<file path="src/rtl/x86_bcd_adjust_add_and_alu_defines.svh">
// ----------------------------------------------------------------------------
// x86 BCD adjust / ADD / ADC / AND ALU - assertion macros
// Shared property wrappers, clocked on clk_i and quiet during reset.
// ----------------------------------------------------------------------------
`ifndef X86_BCD_ADJUST_ADD_AND_ALU_DEFINES_SVH
`define X86_BCD_ADJUST_ADD_AND_ALU_DEFINES_SVH

// same-cycle implication
`define X86BCD_ASSERT_IMPL(lbl, ante, cons, msg) \
  lbl: assert property (@(posedge clk_i) disable iff (!rst_ni) (ante) |-> (cons)) \
    else $error(msg);

// next-cycle implication
`define X86BCD_ASSERT_NEXT(lbl, ante, cons, msg) \
  lbl: assert property (@(posedge clk_i) disable iff (!rst_ni) (ante) |=> (cons)) \
    else $error(msg);

`endif

</file>
<file path="src/rtl/x86bcd_pkg.sv">
// ----------------------------------------------------------------------------
// x86bcd_pkg
// Types, constants and width helpers for the x86 BCD adjust / add / and ALU.
// ----------------------------------------------------------------------------
`default_nettype none

package x86bcd_pkg;

  localparam int unsigned DataW    = 64;
  localparam int unsigned MaxWidth = 64;   // operand width cap, 32..64
  localparam int unsigned IdxW     = $clog2(DataW);

  // BCD constants
  localparam logic [3:0] NibMask    = 4'hF;
  localparam logic [3:0] AdjLimit   = 4'd9;
  localparam logic [3:0] AdjStep    = 4'd6;
  localparam logic [7:0] Base       = 8'd10;
  localparam logic [7:0] Recip      = 8'd205;  // 205 / 2^11 ~ 1/10, exact for bytes
  localparam int unsigned RecipShift = 11;

  // flag mask bit positions
  localparam int unsigned FwCf = 0;
  localparam int unsigned FwOf = 1;
  localparam int unsigned FwAf = 2;
  localparam int unsigned FwPf = 3;
  localparam int unsigned FwSf = 4;
  localparam int unsigned FwZf = 5;

  localparam logic [5:0] FwAdjust = 6'b000101;  // CF, AF
  localparam logic [5:0] FwPsz    = 6'b111000;  // PF, SF, ZF
  localparam logic [5:0] FwArith  = 6'b111111;
  localparam logic [5:0] FwLogic  = 6'b111011;  // all but AF
  localparam logic [5:0] FwNone   = 6'b000000;

  typedef enum logic [2:0] {
    FnAaa = 3'd0,
    FnAas = 3'd1,
    FnAad = 3'd2,
    FnAam = 3'd3,
    FnAdd = 3'd4,
    FnAdc = 3'd5,
    FnAnd = 3'd6
  } func_e;

  localparam logic [1:0] SizeByte = 2'd0;

  typedef struct packed {
    logic [2:0]       func;
    logic [DataW-1:0] dest_value;
    logic [DataW-1:0] src_value;
    logic [1:0]       dest_size;
    logic [1:0]       src_size;
    logic             carry_in;
    logic             aux_in;
  } in_word_t;

  typedef struct packed {
    logic [DataW-1:0] result;
    logic             carry_out;
    logic             overflow_out;
    logic             aux_out;
    logic             parity_out;
    logic             sign_out;
    logic             zero_out;
    logic [5:0]       flags_written;
  } out_word_t;

  // word handed from the execute stage to the flag stage
  typedef struct packed {
    logic             valid;
    logic [DataW-1:0] result;
    logic             cf;
    logic             of;
    logic             af;
    logic [1:0]       psz_size;
    logic [5:0]       fw;
  } exec_t;

  function automatic logic [IdxW:0] width_of(input logic [1:0] size);
    int unsigned w;
    w = 8 << size;
    if (w > MaxWidth) w = MaxWidth;
    return (IdxW+1)'(w);
  endfunction

  function automatic logic [IdxW-1:0] msb_of(input logic [1:0] size);
    return IdxW'(width_of(size) - 1'b1);
  endfunction

  function automatic logic [DataW-1:0] mask_of(input logic [1:0] size);
    logic [DataW-1:0] m;
    logic [IdxW:0]    w;
    w = width_of(size);
    for (int i = 0; i < DataW; i++) begin
      m[i] = ((IdxW+1)'(i) < w);
    end
    return m;
  endfunction

endpackage

`default_nettype wire

</file>
<file path="src/rtl/x86bcd_flag_stage.sv">
// ----------------------------------------------------------------------------
// x86bcd_flag_stage
// Last pipeline stage: PF/SF/ZF from the result, masking of unwritten flags,
// and the output register.
// ----------------------------------------------------------------------------
`default_nettype none

module x86bcd_flag_stage (
  input  wire logic              clk_i,
  input  wire logic              rst_ni,
  input  wire x86bcd_pkg::exec_t ex_i,
  output logic                   valid_o,
  output x86bcd_pkg::out_word_t  out_o
);

  logic                  valid_q;
  x86bcd_pkg::out_word_t out_d, out_q;

  logic [x86bcd_pkg::DataW-1:0] psz_mask;
  logic [x86bcd_pkg::IdxW-1:0]  sign_idx;

  always_comb begin
    psz_mask = x86bcd_pkg::mask_of(ex_i.psz_size);
    sign_idx = x86bcd_pkg::msb_of(ex_i.psz_size);

    out_d.result        = ex_i.result;
    out_d.flags_written = ex_i.fw;
    out_d.carry_out     = ex_i.cf & ex_i.fw[x86bcd_pkg::FwCf];
    out_d.overflow_out  = ex_i.of & ex_i.fw[x86bcd_pkg::FwOf];
    out_d.aux_out       = ex_i.af & ex_i.fw[x86bcd_pkg::FwAf];
    out_d.parity_out    = (~^ex_i.result[7:0]) & ex_i.fw[x86bcd_pkg::FwPf];
    out_d.sign_out      = ex_i.result[sign_idx] & ex_i.fw[x86bcd_pkg::FwSf];
    out_d.zero_out      = ((ex_i.result & psz_mask) == '0) & ex_i.fw[x86bcd_pkg::FwZf];
  end

  always_ff @(posedge clk_i or negedge rst_ni) begin
    if (!rst_ni) begin
      valid_q <= 1'b0;
    end else begin
      valid_q <= ex_i.valid;
    end
  end

  always_ff @(posedge clk_i) begin
    out_q <= out_d;
  end

  assign valid_o = valid_q;
  assign out_o   = out_q;

endmodule

`default_nettype wire

</file>
<file path="src/rtl/x86_bcd_adjust_add_and_alu.sv">
// ----------------------------------------------------------------------------
// x86_bcd_adjust_add_and_alu
// AAA, AAS, AAD, AAM, ADD, ADC and AND with x86 flag rules, three stages.
// ----------------------------------------------------------------------------
//  channel   | ports                    | handshake
//  ----------+--------------------------+----------------------------------
//  command   | start_i, busy_o, in_i    | word taken when start_i && !busy_o
//  result    | valid_o, out_o           | one-cycle strobe, no back-pressure
//
//  One word per cycle; each word passes through three registered stages
//  (decode/sign-extend, execute add/BCD, flags/output register) before
//  its result strobe on valid_o.
//  busy_o is always low: every stage advances each cycle.
//  Reset clears the valid bits only; data registers are not reset.
// ----------------------------------------------------------------------------
`default_nettype none

`include "x86_bcd_adjust_add_and_alu_defines.svh"

module x86_bcd_adjust_add_and_alu (
  input  wire logic                  clk_i,
  input  wire logic                  rst_ni,
  input  wire logic                  start_i,
  output logic                       busy_o,
  input  wire x86bcd_pkg::in_word_t  in_i,
  output logic                       valid_o,
  output x86bcd_pkg::out_word_t      out_o
);

  localparam int unsigned DW = x86bcd_pkg::DataW;

  logic accept;
  assign busy_o = 1'b0;
  assign accept = start_i & ~busy_o;

  // ---------------- stage 1: decode, mask, sign-extend ----------------
  logic                v1_q;
  x86bcd_pkg::func_e   func1_d, func1_q;
  logic [1:0]          size1_q;
  logic [DW-1:0]       d1_d, d1_q, s1_d, s1_q;
  logic                cin1_d, cin1_q, ain1_q;
  logic [15:0]         ax1_q;
  logic [7:0]          aamq1_d, aamq1_q, aad1_d, aad1_q;

  logic [DW-1:0] dmask, smask, s_raw;
  logic [15:0]   recip_prod, aad_prod;

  always_comb begin
    func1_d = x86bcd_pkg::func_e'(in_i.func);
    dmask   = x86bcd_pkg::mask_of(in_i.dest_size);
    smask   = x86bcd_pkg::mask_of(in_i.src_size);
    s_raw   = in_i.src_value & smask;
    if (s_raw[x86bcd_pkg::msb_of(in_i.src_size)]) begin
      s_raw = s_raw | ~smask;
    end
    s1_d = s_raw & dmask;
    d1_d = in_i.dest_value & dmask;
    cin1_d = in_i.carry_in & (func1_d == x86bcd_pkg::FnAdc);

    // AAM quotient by reciprocal; AAD folds AH*10 + AL
    recip_prod = 16'(in_i.dest_value[7:0]) * 16'(x86bcd_pkg::Recip);
    aamq1_d    = 8'(recip_prod >> x86bcd_pkg::RecipShift);
    aad_prod   = 16'(in_i.dest_value[15:8]) * 16'(x86bcd_pkg::Base)
               + 16'(in_i.dest_value[7:0]);
    aad1_d     = aad_prod[7:0];
  end

  always_ff @(posedge clk_i or negedge rst_ni) begin
    if (!rst_ni) begin
      v1_q <= 1'b0;
    end else begin
      v1_q <= accept;
    end
  end

  always_ff @(posedge clk_i) begin
    func1_q <= func1_d;
    size1_q <= in_i.dest_size;
    d1_q    <= d1_d;
    s1_q    <= s1_d;
    cin1_q  <= cin1_d;
    ain1_q  <= in_i.aux_in;
    ax1_q   <= in_i.dest_value[15:0];
    aamq1_q <= aamq1_d;
    aad1_q  <= aad1_d;
  end

  // ---------------- stage 2: execute ----------------
  x86bcd_pkg::exec_t ex_d, ex_q;

  logic [DW:0]                 sum;
  logic [DW-1:0]               dmask1;
  logic [x86bcd_pkg::IdxW-1:0] top;
  logic                        adj;
  logic [7:0]                  al, ah, aam_rem;

  always_comb begin
    al      = ax1_q[7:0];
    ah      = ax1_q[15:8];
    dmask1  = x86bcd_pkg::mask_of(size1_q);
    top     = x86bcd_pkg::msb_of(size1_q);
    sum     = {1'b0, d1_q} + {1'b0, s1_q} + (DW+1)'(cin1_q);
    adj     = (al[3:0] > x86bcd_pkg::AdjLimit) | ain1_q;
    aam_rem = al - 8'(aamq1_q * x86bcd_pkg::Base);

    ex_d.valid    = v1_q;
    ex_d.result   = '0;
    ex_d.cf       = 1'b0;
    ex_d.of       = 1'b0;
    ex_d.af       = 1'b0;
    ex_d.psz_size = size1_q;
    ex_d.fw       = x86bcd_pkg::FwNone;

    case (func1_q)
      x86bcd_pkg::FnAaa: begin
        ex_d.result = DW'(ax1_q);
        if (adj) begin
          ex_d.result = DW'({ah + 8'd1, 4'd0,
                             (al[3:0] + x86bcd_pkg::AdjStep) & x86bcd_pkg::NibMask});
        end
        ex_d.cf = adj;
        ex_d.af = adj;
        ex_d.fw = x86bcd_pkg::FwAdjust;
      end
      x86bcd_pkg::FnAas: begin
        ex_d.result = DW'(ax1_q);
        if (adj) begin
          ex_d.result = DW'({ah - 8'd1, 4'd0,
                             (al[3:0] - x86bcd_pkg::AdjStep) & x86bcd_pkg::NibMask});
        end
        ex_d.cf = adj;
        ex_d.af = adj;
        ex_d.fw = x86bcd_pkg::FwAdjust;
      end
      x86bcd_pkg::FnAad: begin
        ex_d.result   = DW'(aad1_q);
        ex_d.psz_size = x86bcd_pkg::SizeByte;
        ex_d.fw       = x86bcd_pkg::FwPsz;
      end
      x86bcd_pkg::FnAam: begin
        ex_d.result   = DW'({aamq1_q, aam_rem});
        ex_d.psz_size = x86bcd_pkg::SizeByte;
        ex_d.fw       = x86bcd_pkg::FwPsz;
      end
      x86bcd_pkg::FnAdd, x86bcd_pkg::FnAdc: begin
        ex_d.result = sum[DW-1:0] & dmask1;
        // carry out of the operand width sits just above its top bit
        ex_d.cf = sum[x86bcd_pkg::width_of(size1_q)];
        ex_d.of = (d1_q[top] ^ sum[top]) & (s1_q[top] ^ sum[top]);
        ex_d.af = d1_q[4] ^ s1_q[4] ^ sum[4];
        ex_d.fw = x86bcd_pkg::FwArith;
      end
      x86bcd_pkg::FnAnd: begin
        ex_d.result = d1_q & s1_q;
        ex_d.fw     = x86bcd_pkg::FwLogic;
      end
      default: begin
        ex_d.result = '0;
        ex_d.fw     = x86bcd_pkg::FwNone;
      end
    endcase
  end

  // only the valid bit is cleared by reset
  always_ff @(posedge clk_i or negedge rst_ni) begin
    if (!rst_ni) begin
      ex_q.valid <= 1'b0;
    end else begin
      ex_q <= ex_d;
    end
  end

  // ---------------- stage 3: flags and output ----------------
  x86bcd_flag_stage u_flag_stage (
    .clk_i   (clk_i),
    .rst_ni  (rst_ni),
    .ex_i    (ex_q),
    .valid_o (valid_o),
    .out_o   (out_o)
  );

  // ---------------- assertions ----------------
  `X86BCD_ASSERT_IMPL(a_latency_fwd, accept, ##3 valid_o, "accepted word did not complete")
  `X86BCD_ASSERT_IMPL(a_latency_back, valid_o, $past(accept, 3), "result without a command")
  `X86BCD_ASSERT_IMPL(a_unwritten_zero, valid_o,
    ((out_o.carry_out & ~out_o.flags_written[x86bcd_pkg::FwCf]) |
     (out_o.overflow_out & ~out_o.flags_written[x86bcd_pkg::FwOf]) |
     (out_o.aux_out & ~out_o.flags_written[x86bcd_pkg::FwAf]) |
     (out_o.zero_out & ~out_o.flags_written[x86bcd_pkg::FwZf])) == 1'b0,
    "unwritten flag is set")
  `X86BCD_ASSERT_NEXT(a_adjust_pair, ex_q.valid && (ex_q.fw == x86bcd_pkg::FwAdjust),
    out_o.carry_out == out_o.aux_out, "BCD adjust CF and AF disagree")

endmodule

`default_nettype wire

</file>
<file path="config.mk">
export PLATFORM = sky130hd
export DESIGN_NAME = x86_bcd_adjust_add_and_alu
export DESIGN_NICKNAME = d
export VERILOG_FILES = /design/src/rtl/x86bcd_pkg.sv /design/src/rtl/x86bcd_flag_stage.sv /design/src/rtl/x86_bcd_adjust_add_and_alu.sv
export VERILOG_INCLUDE_DIRS = /design/src /design/src/rtl
export SDC_FILE = /design/constraint.sdc
export NUM_CORES = 1
export LEC_CHECK = 0
export BUFFER_PORTS_ARGS = -buffer_cell sky130_fd_sc_hd__buf_2
export CAP_MARGIN = 15
export CORE_MARGIN = 3
export CORE_UTILIZATION = 35
export DETAILED_ROUTE_END_ITERATION = 8
export PLACE_DENSITY = 0.61
export SYNTH_ARGS = -nofsm -noshare
export SYNTH_HDL_FRONTEND = slang
export SYNTH_SLANG_ARGS = --single-unit
</file>
<file path="constraint.sdc">
create_clock -name clk_i -period 3.4 [get_ports clk_i]
set_input_delay 0.68 -clock clk_i [delete_from_list [all_inputs] [get_ports clk_i]]
set_output_delay 0.68 -clock clk_i [all_outputs]
set_load 0.005 [all_outputs]
</file>
==> results_dict.tcl, run 1 <==
set metrics [dict create \
    status "finished, final reports clean" \
    synth_area_um2 15700 \
    fin_tns_setup_ns 0 \
    final-setup-viol-count 0 \
    syn_area_per_cell_um2 9.83 \
    vias 12798 \
    fin_util 0.442 \
    fmax_mhz 296 \
    grt_antenna_before_repair 0 \
    yosysMostFrequentCell "dfxtp_1" \
    die_w_um 218 \
    crit_type "flip-flop to flip-flop" \
    gp_congestion 0.936 \
    yosysWarnings 0 \
    final_hold_viol_count 0 \
    finalClockSkew_ns 0.0218 \
    rsz0062_at_grt "true" \
    maxCapViolations 0 \
    netlist_top_cells_count "237 x dfxtp_1, 142 x ha_1, 125 x nand2_1, 116 x a21oi_1, 110 x inv_1" \
    dieArea_um2 47600 \
    antenna_left 0 \
    clock_path_buffers 3 \
    p_switching_mw 3.11 \
    synth_edf_count 73 \
    r2r_cells 11 \
    dr.pass1.iters 5 \
    synth-seq-cells 313 \
    grt_max_degree 77 \
    async_reset_ff_frac 0.00958 \
    holdPathStages 1 \
    start_util 0.355 \
    root_buffer "clkbuf_16" \
    die_y_um 218 \
    routed_wirelength_um 47500 \
    end_kind "flip-flop" \
    slew_headroom 0.325 \
    cts_inserted_buffers 37 \
    worstSkewPairLatency_ns 0.54 \
    avgRoutedWirePerCell_um 19.0 \
    hold_class "primary input to flip-flop" \
    vias_per_cell 5.13 \
    combPwrFrac 0.230 \
    powerDensity_nw_per_um2 554 \
    port_buffers 216 \
    ios 218 \
    cts.sinks 313 \
    core_area_um2 44300 \
    synth.area.top_cells "dfxtp_1 30%, edfxtp_1 14%, ha_1 11%, a21oi_1 3.7%, xnor2_1 3.6%" \
    grt_usage 0.195 \
    synth_largest_area_cell "dfxtp_1" \
    seqPwrFrac 0.396 \
    crit_fanout 7 \
    areaGrowthSynthToFinish_pct 24.5 \
    total_power_mw 10.9 \
    first_iter_violations 942 \
    p_int_mw 7.75 \
    final_nets 2173 \
    fin_crit_ns 3.37 \
    period_share 0.992 \
    netSwitchingFraction 0.286 \
    fin_ws_ns 0.0271 \
    synth_fp_nets 1900 \
    synth_cells 1601 \
    num_rows 77 \
    clkTransAtPathRegs_ns 0.06 \
    cp.required_ns 3.75 \
    synth_flop_cell "dfxtp_1" \
    dp_slack_ns -0.573 \
    yosysTopAreaCellShare 0.301 \
    cts_tree "built" \
    p_leak_nw 9.01 \
    peakVddDrop_mv 0.303 \
    yosysUniqueCellTypes 75 \
    grt_pass1_wl_um 72400 \
    seq_area_frac_synth 0.445 \
    p_clk_frac 0.373 \
    crit_path_start_kind "flip-flop" \
    drv_slew 0 \
    drive_above_1_share 0.233 \
    critical_path_arrival_ns 3.72 \
    tightest_slew_ns 1.01 \
    drc_errors 0 \
    place_hpwl_um 37700 \
    antenna_cells 0 \
    grt_pass1_vias 12653 \
    htreeDepth 2 \
    fillers 4327 \
    postCtsHoldBufs 0 \
    grt_overflow 0 \
]
repair_timing:
action                                  4_1_cts  5_1_grt
pin swaps                                     9       37
endpoints found under the setup margin       21       28
buffers inserted                              2        7
resized for setup                            14       50
gates cloned                                  0        0
cell families after synthesis:
kind of cell	Yosys count	synth area share
xor+xnor	93	0.0517
buf+inv	194	0.0477
flops	313	0.445
other cells	1	0.000238
fa+ha+maj	159	0.134
simple gates	404	0.129
mux	18	0.0139
compound gates	419	0.177
registers in the layout, summed over array words and instances (netlist names):
register	flops
s1_q	64
v1_q	1
u_flag_stage.valid_o	1
aad1_q	8
aamq1_q	5
size1_q	2
func1_q	3
ex_q	74
cin1_q	1
d1_q	64
ain1_q	1
u_flag_stage.out_o	74
ax1_q	15
power groups by stage:
stage,Combinational [mW],Sequential (mW),Clock (mW)
3_3_place_gp,2.35,4.38,0
6_report,2.50,4.31,4.06
3_5_place_dp,2.40,4.38,0
2_1_floorplan,1.63,4.28,0
5_1_grt,2.80,4.33,4.31
4_1_cts,2.44,4.31,4.17
layout make-up:
type                    instances  area (um^2)  area share
multi-input cells            1094         8280       0.422
clock inverters                15          156     0.00798
well taps                     592          741      0.0378
clock buffers                  53         1130      0.0577
flip-flops and latches        313         7010       0.358
repair buffers                315         1860      0.0950
inverters                     113          424      0.0216
layout by cell type (no fill, tap or decap), types with 12 or more instances in the layout:
master	count
nand2b_1	14
o211ai_1	12
edfxtp_1	73
clkbuf_16	41
nand2_1	124
and3_1	48
a21o_1	39
xnor2_1	62
nor2b_1	14
nand3_1	24
buf_4	100
buf_2	210
nor3_1	17
and2_1	29
nor2_1	62
o21ai_0	85
nor4_1	16
dfxtp_1	236
ha_1	130
a21oi_1	110
o21bai_1	18
inv_1	108
o21a_1	42
nand4_1	27
xor2_1	29
fa_1	15
a22o_1	17
mux2i_1	14
worst max-delay path: stages (launching register included):
cell and delay, ns:
dfxtp_1 0.31, ha_1 0.40, a21o_1 0.22, o21bai_1 0.20, a221oi_1 0.61, o221ai_1 0.31
nor2_1 0.26, o211ai_1 0.12, o21ai_1 0.11, nor4_1 0.08, nor4b_2 0.27, mux2i_1 0.31
per-layer routing:
metal	GRT usage	up-vias	wire [um]
li1	-	6237	-
met1	0.296	6091	23800
met2	0.281	405	19500
met3	0.0331	65	2990
met4	0.0594	0	1200
met5	0	-	0
worst paths after layout:
check / slack (ns) / start / end
worst max-delay path: 0.03 / d1_q[34]$_DFF_P_ / ex_q[9]$_SDFFCE_PN0P_
worst min-delay path: 0.26 / start_i / v1_q$_DFF_PN0_
worst max register to register: 0.03 / d1_q[34]$_DFF_P_ / ex_q[9]$_SDFFCE_PN0P_
worst min register to register: 0.35 / ex_q[75]$_DFF_PN0_ / u_flag_stage.valid_o$_DFF_PN0_
max in group asynchronous: 2.45 / rst_ni / u_flag_stage.valid_o$_DFF_PN0_
min in group asynchronous: 0.35 / rst_ni / ex_q[75]$_DFF_PN0_
metrics by stage:
step | cells | area, um^2 | hold slack [ns]
3_3_place_gp | 2418 | 18000 | 0.336
5_1_grt | 2495 | 19600 | 0.240
3_5_place_dp | 2418 | 18000 | 0.346
4_1_cts | 2488 | 19300 | 0.221
2_1_floorplan | 1601 | 15800 | 0.331
6_report | 2495 | 19600 | 0.256
Power figures use the tool's default switching activity.
==> run 2: changes to the inputs <==
RECOVER_POWER = 50   (was not set)
==> results_dict.tcl, run 2 (synthesized netlist as in run 1, its figures left out) <==
set metrics [dict create \
    status "complete, but fails checks" \
    failed_checks "max-capacitance violations, max-slew violations, negative setup slack" \
    htreeDepth 2 \
    fmax_mhz 294 \
    first_iter_violations 932 \
    cp.required_ns 3.74 \
    grt_pass1_vias 12653 \
    start_util 0.355 \
    layout_commonest_cell "dfxtp_1" \
    vias_per_cell 5.11 \
    drive_above_1_share 0.219 \
    clkTransAtPathRegs_ns 0.06 \
    place_hpwl_um 37700 \
    root_buffer "clkbuf_16" \
    dieArea_um2 47600 \
    period_share 1.00 \
    combPwrFrac 0.229 \
    vias 12750 \
    place_area_um2 18000 \
    gp_congestion 0.936 \
    layout_common_cells "236 x dfxtp_1, 194 x buf_2, 130 x ha_1" \
    clock_path_buffers 3 \
    crit_fanout 4 \
    die_w_um 218 \
    grt_antenna_before_repair 0 \
    areaGrowthSynthToFinish_pct 24.1 \
    grt_usage 0.195 \
    drv_slew 77 \
    r2r-start "d1_q[0]$_DFF_P_" \
    total_power_mw 10.9 \
    cts_tree "built" \
    antenna_left 0 \
    postLayoutCellArea_um2 19500 \
    antenna_cells 0 \
    fin_tns_setup_ns -0.00371 \
    postCtsHoldBufs 0 \
    finalClockSkew_ns 0.0217 \
    p_int_mw 7.74 \
    port_buffers 216 \
    cts_inserted_buffers 37 \
    die_y_um 218 \
    end_kind "flip-flop" \
    hp-start "start_i" \
    avgRoutedWirePerCell_um 19.1 \
    slew_headroom -0.322 \
    crit_path_start_kind "flip-flop" \
    dr.pass1.iters 9 \
    grt_max_degree 77 \
    p_switching_mw 3.12 \
    dp_slack_ns -0.573 \
    r2r_cells 14 \
    p_leak_nw 8.91 \
    critical_path_arrival_ns 3.75 \
    peakVddDrop_mv 0.302 \
    tightest_slew_ns 1.98 \
    cp-startpoint "d1_q[0]$_DFF_P_" \
    rsz0062_at_grt "true" \
    ios 218 \
    final_hold_viol_count 0 \
    core_area_um2 44300 \
    p_clk_frac 0.374 \
    grt_pass1_wl_um 72400 \
    fin_ws_ns -0.00371 \
    num_rows 77 \
    holdPathStages 1 \
    maxCapViolations 1 \
    drc_errors 0 \
    worstSkewPairLatency_ns 0.54 \
    final_nets 2173 \
    cts.sinks 313 \
    powerDensity_nw_per_um2 556 \
    crit_type "flip-flop to flip-flop" \
    grt_overflow 0 \
    fin_crit_ns 3.40 \
    hold_class "primary input to flip-flop" \
    seqPwrFrac 0.397 \
    routed_wirelength_um 47600 \
    netSwitchingFraction 0.287 \
    final-setup-viol-count 1 \
]
==> run 2: cell count changes in the layout (fill, tap and decap cells not counted), sizes merged <==
cell	previous run	this run
clkbuf	54	82
buf	314	286
==> run 2: final timing paths <==
path                                                        to  slack, ns
worst max register to register           ex_q[9]$_SDFFCE_PN0P_     -0.004
worst min-delay path                            v1_q$_DFF_PN0_       0.26
worst max-delay path                     ex_q[9]$_SDFFCE_PN0P_     -0.004
max in group asynchronous       u_flag_stage.valid_o$_DFF_PN0_       1.54
min in group asynchronous                   ex_q[75]$_DFF_PN0_       0.74
worst min register to register  u_flag_stage.valid_o$_DFF_PN0_       0.35
==> run 2: repair_timing <==
item                                    CTS  global route
setup buffers                             2             7
pin swaps                                 9            37
endpoints found under the setup margin   21            28
resized for setup                        14            50
==> run 2: power groups by stage <==
| stage | logic [mW] | clock network (mW) | registers, mW |
|---|---|---|---|
| after global placement | 2.35 | 0 | 4.38 |
| after global routing | 2.79 | 4.31 | 4.33 |
| after detailed placement | 2.40 | 0 | 4.38 |
| after floorplan | 1.63 | 0 | 4.28 |
| final | 2.49 | 4.06 | 4.31 |
| after CTS | 2.44 | 4.17 | 4.31 |
==> run 2: area by class of cell <==
class	instances	area, um^2
tap	592	741
timing repair buffer	315	1800
fill	4337	24800
clock buffer	53	1130
clock inverter	15	156
multi-input combinational	1094	8280
inverter	113	424
sequential	313	7010
==> run 2: layer usage <==
metal / up-vias / routed length, um / track usage
met5: - / 0 / 0
li1: 6238 / - / -
met2: 416 / 19400 / 0.281
met1: 6031 / 23800 / 0.296
met4: 0 / 1180 / 0.0594
met3: 65 / 3110 / 0.0331
==> run 2: per-stage QoR <==
stage | hold WS [ns] | std cells | utilization
CTS | 0.221 | 2488 | 0.436
detailed placement | 0.346 | 2418 | 0.406
floorplan | 0.331 | 1601 | -
global placement | 0.336 | 2418 | 0.406
global route | 0.240 | 2495 | 0.441
finish | 0.256 | 2495 | 0.441
==> run 2: critical path, cell delays in order, from the launching register on <==
cell	delay, ns
dfxtp_2	0.33
fa_2	0.39
buf_6	0.13
a211oi_4	0.25
buf_4	0.16
o211ai_1	0.15
a311oi_2	0.25
buf_4	0.18
nor2_2	0.05
o21ai_4	0.25
xnor2_2	0.12
o211ai_1	0.23
a21oi_2	0.09
nor4b_2	0.31
mux2i_1	0.33
